File: config.mk
export PLATFORM = sky130hd
export DESIGN_NAME = integer_to_ascii_formatter
export DESIGN_NICKNAME = d
export VERILOG_FILES = /design/src/rtl/itoa_pkg.sv /design/src/rtl/itoa_dp.sv /design/src/rtl/itoa_ctrl.sv /design/src/rtl/integer_to_ascii_formatter.sv
export SDC_FILE = /design/constraint.sdc
export NUM_CORES = 1
export LEC_CHECK = 0
export BUFFER_PORTS_ARGS = -buffer_cell sky130_fd_sc_hd__buf_4
export CAP_MARGIN = 20
export CORE_MARGIN = 4
export CORE_UTILIZATION = 28
export CTS_CLUSTER_SIZE = 40
export DETAILED_ROUTE_END_ITERATION = 16
export GPL_TIMING_DRIVEN = 1
export MAX_ROUTING_LAYER = met4
export PLACE_DENSITY = 0.45
export RECOVER_POWER = 50
export SYNTH_ARGS = -nofsm -noshare
export SYNTH_HDL_FRONTEND = slang
export SYNTH_SLANG_ARGS = --single-unit
File: constraint.sdc
create_clock -name clk -period 5.15 [get_ports clk]
set_input_delay 0.2575 -clock clk [delete_from_list [all_inputs] [get_ports clk]]
set_output_delay 0.2575 -clock clk [all_outputs]
set_load 0.02 [all_outputs]
File: src/rtl/itoa_pkg.sv
package itoa_pkg;

  typedef struct packed {
    logic [2:0]  op;
    logic [31:0] value;
  } in_item_t;

  typedef struct packed {
    logic [6:0] ch;
    logic       last;
  } out_item_t;

  localparam logic [2:0] OP_S16   = 3'd0;
  localparam logic [2:0] OP_U16   = 3'd1;
  localparam logic [2:0] OP_S32   = 3'd2;
  localparam logic [2:0] OP_U32   = 3'd3;
  localparam logic [2:0] OP_HEX16 = 3'd4;

  localparam logic [6:0] CH_ZERO  = 7'h30;
  localparam logic [6:0] CH_MINUS = 7'h2D;
  localparam logic [6:0] CH_A     = 7'h41;

  localparam logic [3:0] K_START16 = 4'd5;
  localparam logic [3:0] K_LAST    = 4'd9;
  localparam logic [3:0] NIB_TEN   = 4'd10;

  typedef enum logic [2:0] {
    ST_IDLE,
    ST_SIGN,
    ST_DIV,
    ST_PUT,
    ST_HEX
  } state_t;

  typedef struct packed {
    logic load;
    logic sub;
    logic advance;
    logic push_sign;
    logic push_digit;
    logic push_hex;
  } cmd_t;

  typedef struct packed {
    logic slot_free;
    logic ge;
    logic emit_need;
    logic k_last;
    logic hex_last;
    logic fmt_bad;
    logic fmt_hex;
    logic fmt_neg;
  } sts_t;

  function automatic logic [31:0] pow10(input logic [3:0] k);
    logic [31:0] p;
    unique case (k)
      4'd0:    p = 32'd1000000000;
      4'd1:    p = 32'd100000000;
      4'd2:    p = 32'd10000000;
      4'd3:    p = 32'd1000000;
      4'd4:    p = 32'd100000;
      4'd5:    p = 32'd10000;
      4'd6:    p = 32'd1000;
      4'd7:    p = 32'd100;
      4'd8:    p = 32'd10;
      default: p = 32'd1;
    endcase
    return p;
  endfunction

endpackage

File: src/rtl/itoa_dp.sv
module itoa_dp (
  input  logic                 clk,
  input  logic                 rst_n,
  input  itoa_pkg::in_item_t   in_payload,
  input  logic                 out_stall,
  output logic                 out_valid,
  output itoa_pkg::out_item_t  out_payload,
  input  itoa_pkg::cmd_t       cmd,
  output itoa_pkg::sts_t       sts
);

  logic [31:0]         mag_r, mag_nxt;
  logic [3:0]          k_r, k_nxt;
  logic [3:0]          dig_r, dig_nxt;
  logic                started_r, started_nxt;
  logic [1:0]          hcnt_r, hcnt_nxt;
  logic                out_valid_r, out_valid_nxt;
  itoa_pkg::out_item_t out_r, out_nxt;

  logic [31:0] pow;
  logic [31:0] load_mag;
  logic [16:0] neg16;
  logic [3:0]  nib;
  logic [6:0]  hex_ch;

  assign pow   = itoa_pkg::pow10(k_r);
  assign neg16 = 17'h10000 - {1'b0, in_payload.value[15:0]};
  assign nib   = mag_r[15:12];
  assign hex_ch = (nib < itoa_pkg::NIB_TEN) ? (itoa_pkg::CH_ZERO + {3'b000, nib})
                : (itoa_pkg::CH_A + {3'b000, nib - itoa_pkg::NIB_TEN});

  always_comb begin
    unique case (in_payload.op)
      itoa_pkg::OP_S16:
        load_mag = in_payload.value[15] ? {15'b0, neg16} : {16'b0, in_payload.value[15:0]};
      itoa_pkg::OP_S32:
        load_mag = in_payload.value[31] ? (32'd0 - in_payload.value) : in_payload.value;
      itoa_pkg::OP_U32:
        load_mag = in_payload.value;
      default:
        load_mag = {16'b0, in_payload.value[15:0]};
    endcase
  end

  always_comb begin
    sts.slot_free = !out_valid_r || !out_stall;
    sts.ge        = mag_r >= pow;
    sts.k_last    = k_r == itoa_pkg::K_LAST;
    sts.emit_need = started_r || (dig_r != 4'd0) || (k_r == itoa_pkg::K_LAST);
    sts.hex_last  = hcnt_r == 2'd3;
    sts.fmt_bad   = in_payload.op > itoa_pkg::OP_HEX16;
    sts.fmt_hex   = in_payload.op == itoa_pkg::OP_HEX16;
    sts.fmt_neg   = ((in_payload.op == itoa_pkg::OP_S16) && in_payload.value[15]) ||
                    ((in_payload.op == itoa_pkg::OP_S32) && in_payload.value[31]);
  end

  always_comb begin
    mag_nxt       = mag_r;
    k_nxt         = k_r;
    dig_nxt       = dig_r;
    started_nxt   = started_r;
    hcnt_nxt      = hcnt_r;
    out_nxt       = out_r;
    out_valid_nxt = out_valid_r && out_stall;
    if (cmd.load) begin
      mag_nxt     = load_mag;
      k_nxt       = ((in_payload.op == itoa_pkg::OP_S16) ||
                     (in_payload.op == itoa_pkg::OP_U16)) ? itoa_pkg::K_START16 : 4'd0;
      dig_nxt     = 4'd0;
      started_nxt = 1'b0;
      hcnt_nxt    = 2'd0;
    end
    if (cmd.sub) begin
      mag_nxt = mag_r - pow;
      dig_nxt = dig_r + 4'd1;
    end
    if (cmd.advance || cmd.push_digit) begin
      k_nxt   = k_r + 4'd1;
      dig_nxt = 4'd0;
    end
    if (cmd.push_sign) begin
      out_nxt.ch    = itoa_pkg::CH_MINUS;
      out_nxt.last  = 1'b0;
      out_valid_nxt = 1'b1;
    end
    if (cmd.push_digit) begin
      out_nxt.ch    = itoa_pkg::CH_ZERO + {3'b000, dig_r};
      out_nxt.last  = sts.k_last;
      out_valid_nxt = 1'b1;
      started_nxt   = 1'b1;
    end
    if (cmd.push_hex) begin
      out_nxt.ch    = hex_ch;
      out_nxt.last  = sts.hex_last;
      out_valid_nxt = 1'b1;
      mag_nxt       = {mag_r[27:0], 4'b0000};
      hcnt_nxt      = hcnt_r + 2'd1;
    end
  end

  always_ff @(posedge clk) begin
    if (!rst_n) begin
      out_valid_r <= 1'b0;
    end else begin
      out_valid_r <= out_valid_nxt;
    end
  end

  always_ff @(posedge clk) begin
    mag_r     <= mag_nxt;
    k_r       <= k_nxt;
    dig_r     <= dig_nxt;
    started_r <= started_nxt;
    hcnt_r    <= hcnt_nxt;
    out_r     <= out_nxt;
  end

  assign out_valid   = out_valid_r;
  assign out_payload = out_r;

endmodule

File: src/rtl/itoa_ctrl.sv
module itoa_ctrl (
  input  logic            clk,
  input  logic            rst_n,
  input  logic            in_valid,
  output logic            in_stall,
  input  itoa_pkg::sts_t  sts,
  output itoa_pkg::cmd_t  cmd
);

  itoa_pkg::state_t state_r, state_nxt;
  logic             accept;

  assign in_stall = state_r != itoa_pkg::ST_IDLE;
  assign accept   = in_valid && !in_stall;

  always_comb begin
    state_nxt = state_r;
    unique case (state_r)
      itoa_pkg::ST_IDLE: begin
        if (accept) begin
          priority if (sts.fmt_bad) state_nxt = itoa_pkg::ST_IDLE;
          else if (sts.fmt_hex)     state_nxt = itoa_pkg::ST_HEX;
          else if (sts.fmt_neg)     state_nxt = itoa_pkg::ST_SIGN;
          else                      state_nxt = itoa_pkg::ST_DIV;
        end
      end
      itoa_pkg::ST_SIGN: begin
        if (sts.slot_free) state_nxt = itoa_pkg::ST_DIV;
      end
      itoa_pkg::ST_DIV: begin
        if (!sts.ge && sts.emit_need) state_nxt = itoa_pkg::ST_PUT;
      end
      itoa_pkg::ST_PUT: begin
        if (sts.slot_free) state_nxt = sts.k_last ? itoa_pkg::ST_IDLE : itoa_pkg::ST_DIV;
      end
      itoa_pkg::ST_HEX: begin
        if (sts.slot_free && sts.hex_last) state_nxt = itoa_pkg::ST_IDLE;
      end
      default: state_nxt = itoa_pkg::ST_IDLE;
    endcase
  end

  always_comb begin
    cmd = '0;
    unique case (state_r)
      itoa_pkg::ST_IDLE: cmd.load = accept;
      itoa_pkg::ST_SIGN: cmd.push_sign = sts.slot_free;
      itoa_pkg::ST_DIV: begin
        cmd.sub     = sts.ge;
        cmd.advance = !sts.ge && !sts.emit_need;
      end
      itoa_pkg::ST_PUT: cmd.push_digit = sts.slot_free;
      itoa_pkg::ST_HEX: cmd.push_hex = sts.slot_free;
      default: cmd = '0;
    endcase
  end

  always_ff @(posedge clk) begin
    if (!rst_n) begin
      state_r <= itoa_pkg::ST_IDLE;
    end else begin
      state_r <= state_nxt;
    end
  end

endmodule

File: src/rtl/integer_to_ascii_formatter.sv
// one number per input transfer, one character per output transfer, last character flagged
// hex16: four characters, most significant nibble first, one per cycle unless the output stalls
// decimal: each digit counted by repeated subtraction of its power of ten, leading zeros skipped, sign first
// the input stalls while a number is being formatted and opens once the last character registers
// synchronous active-low reset clears the controller state and the output valid
module integer_to_ascii_formatter (
  input  logic                 clk,
  input  logic                 rst_n,
  input  logic                 in_valid,
  output logic                 in_stall,
  input  itoa_pkg::in_item_t   in_payload,
  output logic                 out_valid,
  input  logic                 out_stall,
  output itoa_pkg::out_item_t  out_payload
);

  itoa_pkg::cmd_t cmd;
  itoa_pkg::sts_t sts;

  itoa_ctrl u_ctrl (
    .clk      (clk),
    .rst_n    (rst_n),
    .in_valid (in_valid),
    .in_stall (in_stall),
    .sts      (sts),
    .cmd      (cmd)
  );

  itoa_dp u_dp (
    .clk         (clk),
    .rst_n       (rst_n),
    .in_payload  (in_payload),
    .out_stall   (out_stall),
    .out_valid   (out_valid),
    .out_payload (out_payload),
    .cmd         (cmd),
    .sts         (sts)
  );

endmodule

Yosys cells after proc, flatten, opt, wreduce, memory -nomap -nowiden

Memory sizes are Yosys's and may differ from the RTL's. A register that Yosys moved wholly into a read port is not among the register bits.
Index checks and enable logic that the tools add are counted.

Multipliers: 0
Shifts and indexed selects: 0
Mux-type cells: 36
Reductions and logical operators: 28
Bitwise operators: 0
Div/mod/pow operators: 0
$lt $le $gt $ge: 3
$add $sub $neg: 10
Eq/ne operators: 15

Operators with widths:

| operator                                             | count |
|---|---|
| 2-to-1 mux 32 bit                                    | 4 |
| one-hot mux 32 bit (3 select lines)                  | 1 |
| greater-or-equal comparator 32 bit                   | 1 |
| subtractor 1 x 32 -> 32 bit (first input constant)   | 1 |
| subtractor 32 bit                                    | 1 |
| 2-to-1 mux 3 bit                                     | 8 |
| 2-to-1 mux 8 bit                                     | 3 |
| 2-to-1 mux 4 bit                                     | 5 |
| 2-to-1 mux 17 bit                                    | 1 |
| subtractor 17 x 16 -> 17 bit (first input constant)  | 1 |
| one-hot mux 3 bit (5 select lines)                   | 1 |
| adder 6 x 4 -> 7 bit (first input constant)          | 2 |
| equality test 3 x 2 -> 1 bit (second input constant) | 4 |
| 2-to-1 mux 2 bit                                     | 5 |
| != test 2 x 1 -> 1 bit (second input constant)       | 5 |
| nonzero test 3 bit                                   | 3 |
| adder 4 x 1 -> 4 bit (second input constant)         | 2 |
| adder 7 x 4 -> 7 bit (first input constant)          | 1 |
| logical AND 1 bit                                    | 7 |
| 2-to-1 mux 1 bit                                     | 7 |
| 2-to-1 mux 7 bit                                     | 1 |
| equality test 3 x 1 -> 1 bit (second input constant) | 2 |
| equality test 3 bit (second input constant)          | 2 |
| logical NOT 3 bit                                    | 2 |
| other kinds (11)                                     | 22 |

Bits in latches: 0
Memories kept: 1
Bits of input ports: 39
Register bits after elaboration: 55
Bits in writable memories: 0
Memory bits (read-only): 480
Output and inout bits: 10

Memories:

| memory          | depth | bits a word | read ports | clocked after Yosys merged registers in | write ports | line           | RTL |
|---|---|---|---|---|---|---|---|
| (no name shown) | 16    | 30          | 1          | 1                                       | 0           | itoa_pkg.sv:57 | `unique case (k)` |

Longest topological paths before layout

Gate-level depths: netlist of the first run.

Word-level depth: 9
Mapped depth: 14
Mapped depth without buffers: 14

Cells and area by module

A second synthesis of the first run with hierarchy kept.

Cells, all modules: 709
Area total of the unflattened synthesis: 6,005.8 sq um

By module, submodules not included:

| module    | seq. area each (sq um) | area an instance (sq um) | cells an instance | times used |
|---|---|---|---|---|
| itoa_dp   | 1,921.8                | 5,750.5                  | 675               | 1 |
| itoa_ctrl | 60.1                   | 255.2                    | 34                | 1 |

Least setup slack after synthesis of the first run

Ideal clock, no wire load.

Path type: register to register
Start point: register u_dp.pow[28] (netlist name)
End point: register u_dp.mag_r[10], enable pin
Required time: 4.765 ns
Setup time: 0.385 ns
Arrival time: 3.216 ns
Cell stages (with the launch flop): 10
Buffers on the path: 1
Slack: 1.548 ns
Period minus slack after synthesis: 3.602 ns
Cell sequence: dfxtp_1 > inv_1 > ha_1 > and3_1 > or4b_4 > or4_4 > a211oi_4 > o31ai_1 > clkbuf_1 > nand2_1

Word-level cells in the longest chain between the ends: 3

RTL lines:

| element                             | line            | RTL |
|---|---|---|
| greater-or-equal comparator 32 bit  | itoa_dp.sv:47   | `sts.ge = mag_r >= pow;` |
| 2-to-1 mux 2 bit                    | itoa_ctrl.sv:45 | `unique case (state_r)` |
| nonzero test 3 bit (no source line) | n/a             |  |
| end signal: assignment              | itoa_dp.sv:110  | `mag_r <= mag_nxt;` |
| end: declaration                    | itoa_dp.sv:12   | `logic [31:0] mag_r, mag_nxt;` |

No other way between the ends.
A chain may end at the register's enable or synchronous reset.

Final worst setup path of the first run

Start point: register u_dp.mag_r[15]
End point: register u_dp.mag_r[20] (data pin)

Word-level cells in the longest chain between the ends: 4

RTL lines:

| element                            | line            | RTL |
|---|---|---|
| greater-or-equal comparator 32 bit | itoa_dp.sv:47   |  |
| 2-to-1 mux 2 bit                   | itoa_ctrl.sv:45 |  |
| 2-to-1 mux 32 bit (*)              | itoa_dp.sv:73   | `if (cmd.sub) begin` |
| 2-to-1 mux 32 bit (*)              | itoa_dp.sv:92   | `if (cmd.push_hex) begin` |
| via u_dp.mag_nxt[20]               | itoa_dp.sv:12   |  |

The timed path passes the listed nets; every way through them passes the cells marked *.

==> impl_metrics.json, run 1 <==
{
  "vias_per_cell": 5.16,
  "p_sw_w": 0.00253,
  "synth-edff-count": 42,
  "synth_top_cell_by_area": "edfxtp_1",
  "p_sw_frac": 0.486,
  "global_route.peak_usage_layer": "met2",
  "cts.repair.resized": 0,
  "skew_ns": 0.0109,
  "cellPowerDensity_mw_per_mm2": 736,
  "r2r-start": "u_dp.mag_r[15]$_DFFE_PP_",
  "drc": 0,
  "routed_wl_um": 19100,
  "final-instance-count-excl-fill": 1076,
  "startpoint_type": "register",
  "status": "finished, violations left",
  "cts.clk_slew.worst_paths_ns": 0.07,
  "die-area_mm2": 0.0245,
  "dpl-instance-area_mm2": 0.00684,
  "grt_pass1_wl_um": 30000,
  "core-area_mm2": 0.0218,
  "netlist_instances": 749,
  "final-setup-viol-count": 0,
  "dp.cells": 1059,
  "relSlewSlack": -0.432,
  "drv_cap": 2,
  "cellLeakagePower_nw": 2.80,
  "p_int_w": 0.00267,
  "cp-startpoint": "u_dp.mag_r[15]$_DFFE_PP_",
  "die_w_um": 156,
  "power_frac_comb": 0.637,
  "drive_gt1_frac": 0.0942,
  "synth_top_area_share": 0.205,
  "met3_usage": 0.0277,
  "globalRouteMet1Util": 0.209,
  "clk_latency_ns": 0.34,
  "stdcell_area_mm2": 0.00707,
  "ff2ff_path_depth": 10,
  "hold_violations": 0,
  "seq_power_share": 0.236,
  "yosysMostFrequentCell": "nor2_1",
  "violations": "capacitance limit, slew limit",
  "period_needed_ns": 4.38,
  "diodes": 0,
  "clock-sinks": 78,
  "slew_viol_final": 61,
  "arrival_ns": 4.56,
  "timing.fmax_ghz": 0.228,
  "cts_setup_buffers": 0,
  "cts_buffer_depth": 2,
  "cts_buffers": 9,
  "cts_tree": "done",
  "synthFlopType": "edfxtp_1",
  "top_level_ports": 49,
  "clock-root-buffer": "clkbuf_16",
  "post-route-period-util": 0.850,
  "htreeDepth": 3,
  "grt_pass1_vias": 5550,
  "antenna_found_initial": 0,
  "yosys_warnings": 0,
  "grt.overflow.total": 0,
  "ir_drop_uv": 238,
  "start_util": 0.283,
  "netlist_top_cells_area": "edfxtp_1 20%, dfxtp_1 12%, ha_1 9.1%",
  "syn_area_per_cell_um2": 8.23,
  "timing.rr.end": "u_dp.mag_r[20]$_DFFE_PP_",
  "worstHoldPathType": "in2reg",
  "worst_slew_pin_slew_ns": 2.15,
  "path_class": "reg2reg",
  "synth_area_mm2": 0.00616,
  "cp.required_ns": 5.33,
  "crit_end": "u_dp.mag_r[20]$_DFFE_PP_",
  "ys_types": 69,
  "nNetsFinal": 876,
  "drt-initial-drc-count": 307,
  "synth-seq-cells": 78,
  "die_h_um": 156,
  "use_met2": 0.264,
  "crit_fanout": 14,
  "routedWlPerCell_um": 17.8,
  "dp_hpwl_um": 14900,
  "final_util": 0.325,
  "grt_max_degree": 46,
  "gp_congestion": 0.890,
  "synth_seq_area_share": 0.322,
  "r2r_setup_slack_ns": 0.77,
  "fin_tns_setup_ns": 0,
  "rsz0062_at_grt": "no",
  "critPathCaptureType": "register",
  "cts_hold_buffers": 0,
  "ant_nets": 0,
  "synth_nets": 834,
  "io_buffers": 48,
  "syn2layout_area_growth_pct": 14.7,
  "synthArstFlopShare": 0,
  "num_vias": 5547,
  "grt_usage": 0.160,
  "pwr-share-clk": 0.126,
  "synthTopCellsByCount": "82 x nor2_1, 71 x a21oi_1, 67 x o21ai_0",
  "rows": 54,
  "drt_pass1_iterations": 5
}
-- power by group through the flow --
stage / registers [W] / clock network (W) / logic [W]
floorplan: 0.00115 / 0 / 0.00249
global placement: 0.00124 / 0 / 0.00337
detailed placement: 0.00124 / 0 / 0.00332
CTS: 0.00123 / 0.000677 / 0.00335
global route: 0.00126 / 0.000705 / 0.00368
finish: 0.00123 / 0.000658 / 0.00331
-- per-layer routing --
layer	wire length, um	vias up	part of all wire
met2	9280	87	0.48
li1	-	2811	-
met3	460	16	0.024
met4	306	0	0.016
met1	9100	2633	0.48
met5	0	-	0
-- sequential cells by signal, indices dropped and copies added (netlist names) --
register,cells
u_dp.k_r,4
u_dp.hcnt_r,2
u_dp.out_payload,8
u_ctrl.state_r,3
u_dp.mag_r,32
u_dp.started_r,1
u_dp.out_valid,1
u_dp.pow,23
u_dp.dig_r,4
-- per-stage QoR --
stage	hold WS, ns	setup slack [ns]	power (W)
floorplan	0.386	1.55	0.00364
global placement	0.432	1.12	0.00461
global route	0.134	0.477	0.00564
finish	0.148	0.772	0.00520
CTS	0.135	1.08	0.00525
detailed placement	0.436	1.10	0.00456
-- critical path, cell delays in order (launching register included) --
cell and delay [ns]:
edfxtp_1 0.53, ha_1 0.47, a21oi_1 0.29, o21ai_0 0.28, a21oi_1 0.19, nor2_1 0.10, o31ai_2 1.21, nand2b_1 0.37
o21ai_0 0.46, o21ai_0 0.15, o21ai_0 0.16
-- kinds of logic after synthesis --
logic type | Yosys count | share of synthesized area
compound gates | 238 | 0.248
xor+xnor | 54 | 0.0767
fa+ha+maj | 46 | 0.0946
buf+inv | 80 | 0.0503
flops | 78 | 0.322
mux | 7 | 0.0116
simple gates | 246 | 0.197
-- layout by cell type (no fill, tap or decap), types with 9 or more instances in the layout --
| master | synthesis | routed |
|---|---|---|
| nor2_1 | 82 | 81 |
| a21oi_1 | 71 | 71 |
| o21ai_0 | 67 | 67 |
| inv_1 | 55 | 55 |
| nand2_1 | 48 | 48 |
| ha_1 | 45 | 45 |
| edfxtp_1 | 42 | 42 |
| buf_4 | 1 | 41 |
| xnor2_1 | 37 | 37 |
| dfxtp_1 | 36 | 36 |
| nor3_1 | 20 | 21 |
| nand3_1 | 18 | 18 |
| xor2_1 | 17 | 17 |
| nand2b_1 | 15 | 15 |
| clkbuf_1 | 19 | 15 |
| a21o_1 | 12 | 12 |
| clkbuf_16 | 0 | 11 |
| or3_1 | 10 | 10 |
| o31ai_1 | 11 | 10 |
| and3_1 | 9 | 9 |
| a31oi_1 | 9 | 9 |
| a221oi_1 | 9 | 9 |
-- area by class of cell --
type                    count  area (um^2)
fillers                  2348        14700
inverters                  55          206
repair buffers             56          369
clock buffers              13          283
multi-input cells         591         3850
well taps                 280          350
clock inverters             3         23.8
flip-flops and latches     78         1980
-- worst min path at each step --
stage	startpoint	endpoint	slack, ns	cells past startpoint
6_report	rst_n	u_ctrl.state_r[2]$_SDFFE_PN0P_	0.15	2
2_1_floorplan	rst_n	u_ctrl.state_r[2]$_SDFFE_PN0P_	0.39	1
3_3_place_gp	u_dp.started_r$_SDFFE_PP1P_	u_dp.started_r$_SDFFE_PP1P_	0.43	2
3_5_place_dp	u_dp.started_r$_SDFFE_PP1P_	u_dp.started_r$_SDFFE_PP1P_	0.44	2
4_1_cts	rst_n	u_ctrl.state_r[2]$_SDFFE_PN0P_	0.13	2
5_1_grt	rst_n	u_ctrl.state_r[2]$_SDFFE_PN0P_	0.13	2
(Power assumes the default switching activity.)
==> inputs of run 2 (changes only) <==
--- a/config.mk
+++ b/config.mk
@@ -14,7 +14,7 @@
 export GPL_TIMING_DRIVEN = 1
 export MAX_ROUTING_LAYER = met4
 export PLACE_DENSITY = 0.45
-export RECOVER_POWER = 50
+export RECOVER_POWER = 25
 export SYNTH_ARGS = -nofsm -noshare
 export SYNTH_HDL_FRONTEND = slang
 export SYNTH_SLANG_ARGS = --single-unit
==> run 2 against run 1 <==
Against the previous run: the run still ends with capacitance limit, slew limit left; global-route usage unchanged; clock power about the same; first-iteration DRC count decreased by 0.65%; cell count unchanged; fmax increased by 7.7%; critical path type unchanged; worst hold slack improved by 0.0015 ns; cell area increased by 0.57%; critical endpoint is now u_dp.pow[3]$_DFF_P_; clock skew decreased by 0.0013 ns.
==> impl_metrics.json, run 2 (synthesis gave the netlist of run 1 again) <==
{
  "htreeDepth": 3,
  "slew_viol_final": 46,
  "pre_cts_ws_ns": 1.10,
  "p_int_w": 0.00268,
  "hold_path_end": "u_ctrl.state_r[2]$_SDFFE_PN0P_",
  "final_common_cell": "nor2_1",
  "worstHoldPathType": "in2reg",
  "fin_total_pwr_w": 0.00522,
  "timing.rr.end": "u_dp.pow[3]$_DFF_P_",
  "grt_max_degree": 46,
  "num_vias": 5529,
  "path_class": "reg2reg",
  "mostFrequentLayoutCells": "81 x nor2_1, 71 x a21oi_1, 67 x o21ai_0",
  "worst_slew_pin_slew_ns": 2.14,
  "io_buffers": 48,
  "top_layer_used": "met4",
  "ant_nets": 0,
  "status": "finished, violations left",
  "largest-register": "u_dp.mag_r",
  "rsz0062_at_grt": "no",
  "power_frac_comb": 0.639,
  "cellLeakagePower_nw": 2.81,
  "largest_register_ff_count": 32,
  "drive_gt1_frac": 0.101,
  "final-setup-viol-count": 0,
  "skew_ns": 0.00963,
  "drc": 0,
  "routedWlPerCell_um": 17.8,
  "r2r-start": "u_dp.pow[28]$_SDFF_PP0_",
  "drt-met1-wl_um": 9000,
  "core-area_mm2": 0.0218,
  "violations": "capacitance limit, slew limit",
  "top_level_ports": 49,
  "arrival_ns": 4.30,
  "grt.overflow.total": 0,
  "gp_congestion": 0.890,
  "clock-sinks": 78,
  "p_sw_frac": 0.486,
  "fin_tns_setup_ns": 0,
  "drv_cap": 1,
  "hp-start": "rst_n",
  "whs_path_depth": 2,
  "cts_hold_buffers": 0,
  "dp_hpwl_um": 14900,
  "relSlewSlack": -0.427,
  "timing.fmax_ghz": 0.246,
  "fillerInstances": 2342,
  "cts.clk_slew.worst_paths_ns": 0.07,
  "cellPowerDensity_mw_per_mm2": 735,
  "hold_violations": 0,
  "grt_pass1_vias": 5550,
  "dr_wl_met2_um": 9300,
  "cts.repair.resized": 0,
  "grt_pass1_wl_um": 30000,
  "pwr-share-clk": 0.126,
  "critPathCaptureType": "register",
  "drt_pass1_iterations": 4,
  "start_util": 0.283,
  "syn2layout_area_growth_pct": 15.3,
  "antenna_found_initial": 0,
  "grt_usage": 0.160,
  "drt-initial-drc-count": 305,
  "wl_met3_um": 497,
  "die_w_um": 156,
  "post-route-period-util": 0.789,
  "period_needed_ns": 4.06,
  "diodes": 0,
  "clock-root-buffer": "clkbuf_16",
  "nNetsFinal": 876,
  "cts_buffer_depth": 2,
  "setup_slack_ns": 1.09,
  "ir_drop_uv": 240,
  "crit_fanout": 8,
  "startpoint_type": "register",
  "seq_power_share": 0.235,
  "p_sw_w": 0.00254,
  "cp.required_ns": 5.38,
  "cts_buffers": 9,
  "die_h_um": 156,
  "routed_wl_um": 19100,
  "rows": 54,
  "vias_per_cell": 5.14,
  "cts_setup_buffers": 0,
  "clk_latency_ns": 0.34,
  "r2r_setup_slack_ns": 1.09,
  "ff2ff_path_depth": 13,
  "die-area_mm2": 0.0245,
  "cts_tree": "done"
}
## run 2: changes by cell type in the layout (fill, tap and decap cells not counted), sizes merged
cell,delta
clkbuf,-2
buf,+2
## run 2: through the flow
step           utilization  area (um^2)  hold slack, ns  cells
6_report             0.327         7110           0.150   1076
5_1_grt              0.327         7110           0.134   1076
4_1_cts              0.328         7150           0.135   1075
3_5_place_dp         0.314         6840           0.436   1059
3_3_place_gp         0.314         6840           0.432   1059
2_1_floorplan            -         6160           0.386    749
## run 2: layer usage
metal / track usage / vias up
met3: 0.0277 / 17
li1: - / 2811
met5: - / -
met1: 0.209 / 2618
met4: 0.0306 / 0
met2: 0.264 / 83
## run 2: area by class of cell
type,instances,area [um^2],area share
sequential,78,1980,0.279
multi-input combinational,591,3890,0.547
timing repair buffer,56,375,0.0528
clock buffer,13,283,0.0398
inverter,55,206,0.0290
clock inverter,3,23.8,0.00334
tap,280,350,0.0493
## run 2: power by group through the flow
stage          Combinational, W  Sequential [W]  Clock, W
6_report                0.00334         0.00123  0.000657
3_5_place_dp            0.00332         0.00124         0
3_3_place_gp            0.00337         0.00124         0
4_1_cts                 0.00335         0.00123  0.000677
2_1_floorplan           0.00249         0.00115         0
5_1_grt                 0.00371         0.00125  0.000705
## run 2: worst max-delay path by stage
stage,start,end,slack (ns),cells past startpoint
6_report,u_dp.pow[28]$_SDFF_PP0_,u_dp.pow[3]$_DFF_P_,1.09,13
5_1_grt,u_dp.pow[28]$_SDFF_PP0_,u_dp.pow[3]$_DFF_P_,0.89,13
4_1_cts,u_dp.pow[28]$_SDFF_PP0_,u_dp.pow[3]$_DFF_P_,1.08,13
3_5_place_dp,u_dp.pow[28]$_SDFF_PP0_,u_dp.pow[3]$_DFF_P_,1.10,13
3_3_place_gp,u_dp.pow[28]$_SDFF_PP0_,u_dp.pow[3]$_DFF_P_,1.12,13
2_1_floorplan,u_dp.pow[28]$_SDFF_PP0_,u_dp.mag_r[10]$_DFFE_PP_,1.55,9
## run 2: worst max-delay path, cell delays in order, from the launching register on
cell      delay (ns)
dfxtp_1         0.31
inv_1           0.10
ha_1            0.41
and3_1          0.22
or4b_4          0.50
or4_4           0.57
a211oi_4        0.32
nor3_2          0.13
a211oi_4        0.45
a22o_2          0.32
inv_1           0.10
ha_1            0.22
and3_1          0.16
o21bai_1        0.14
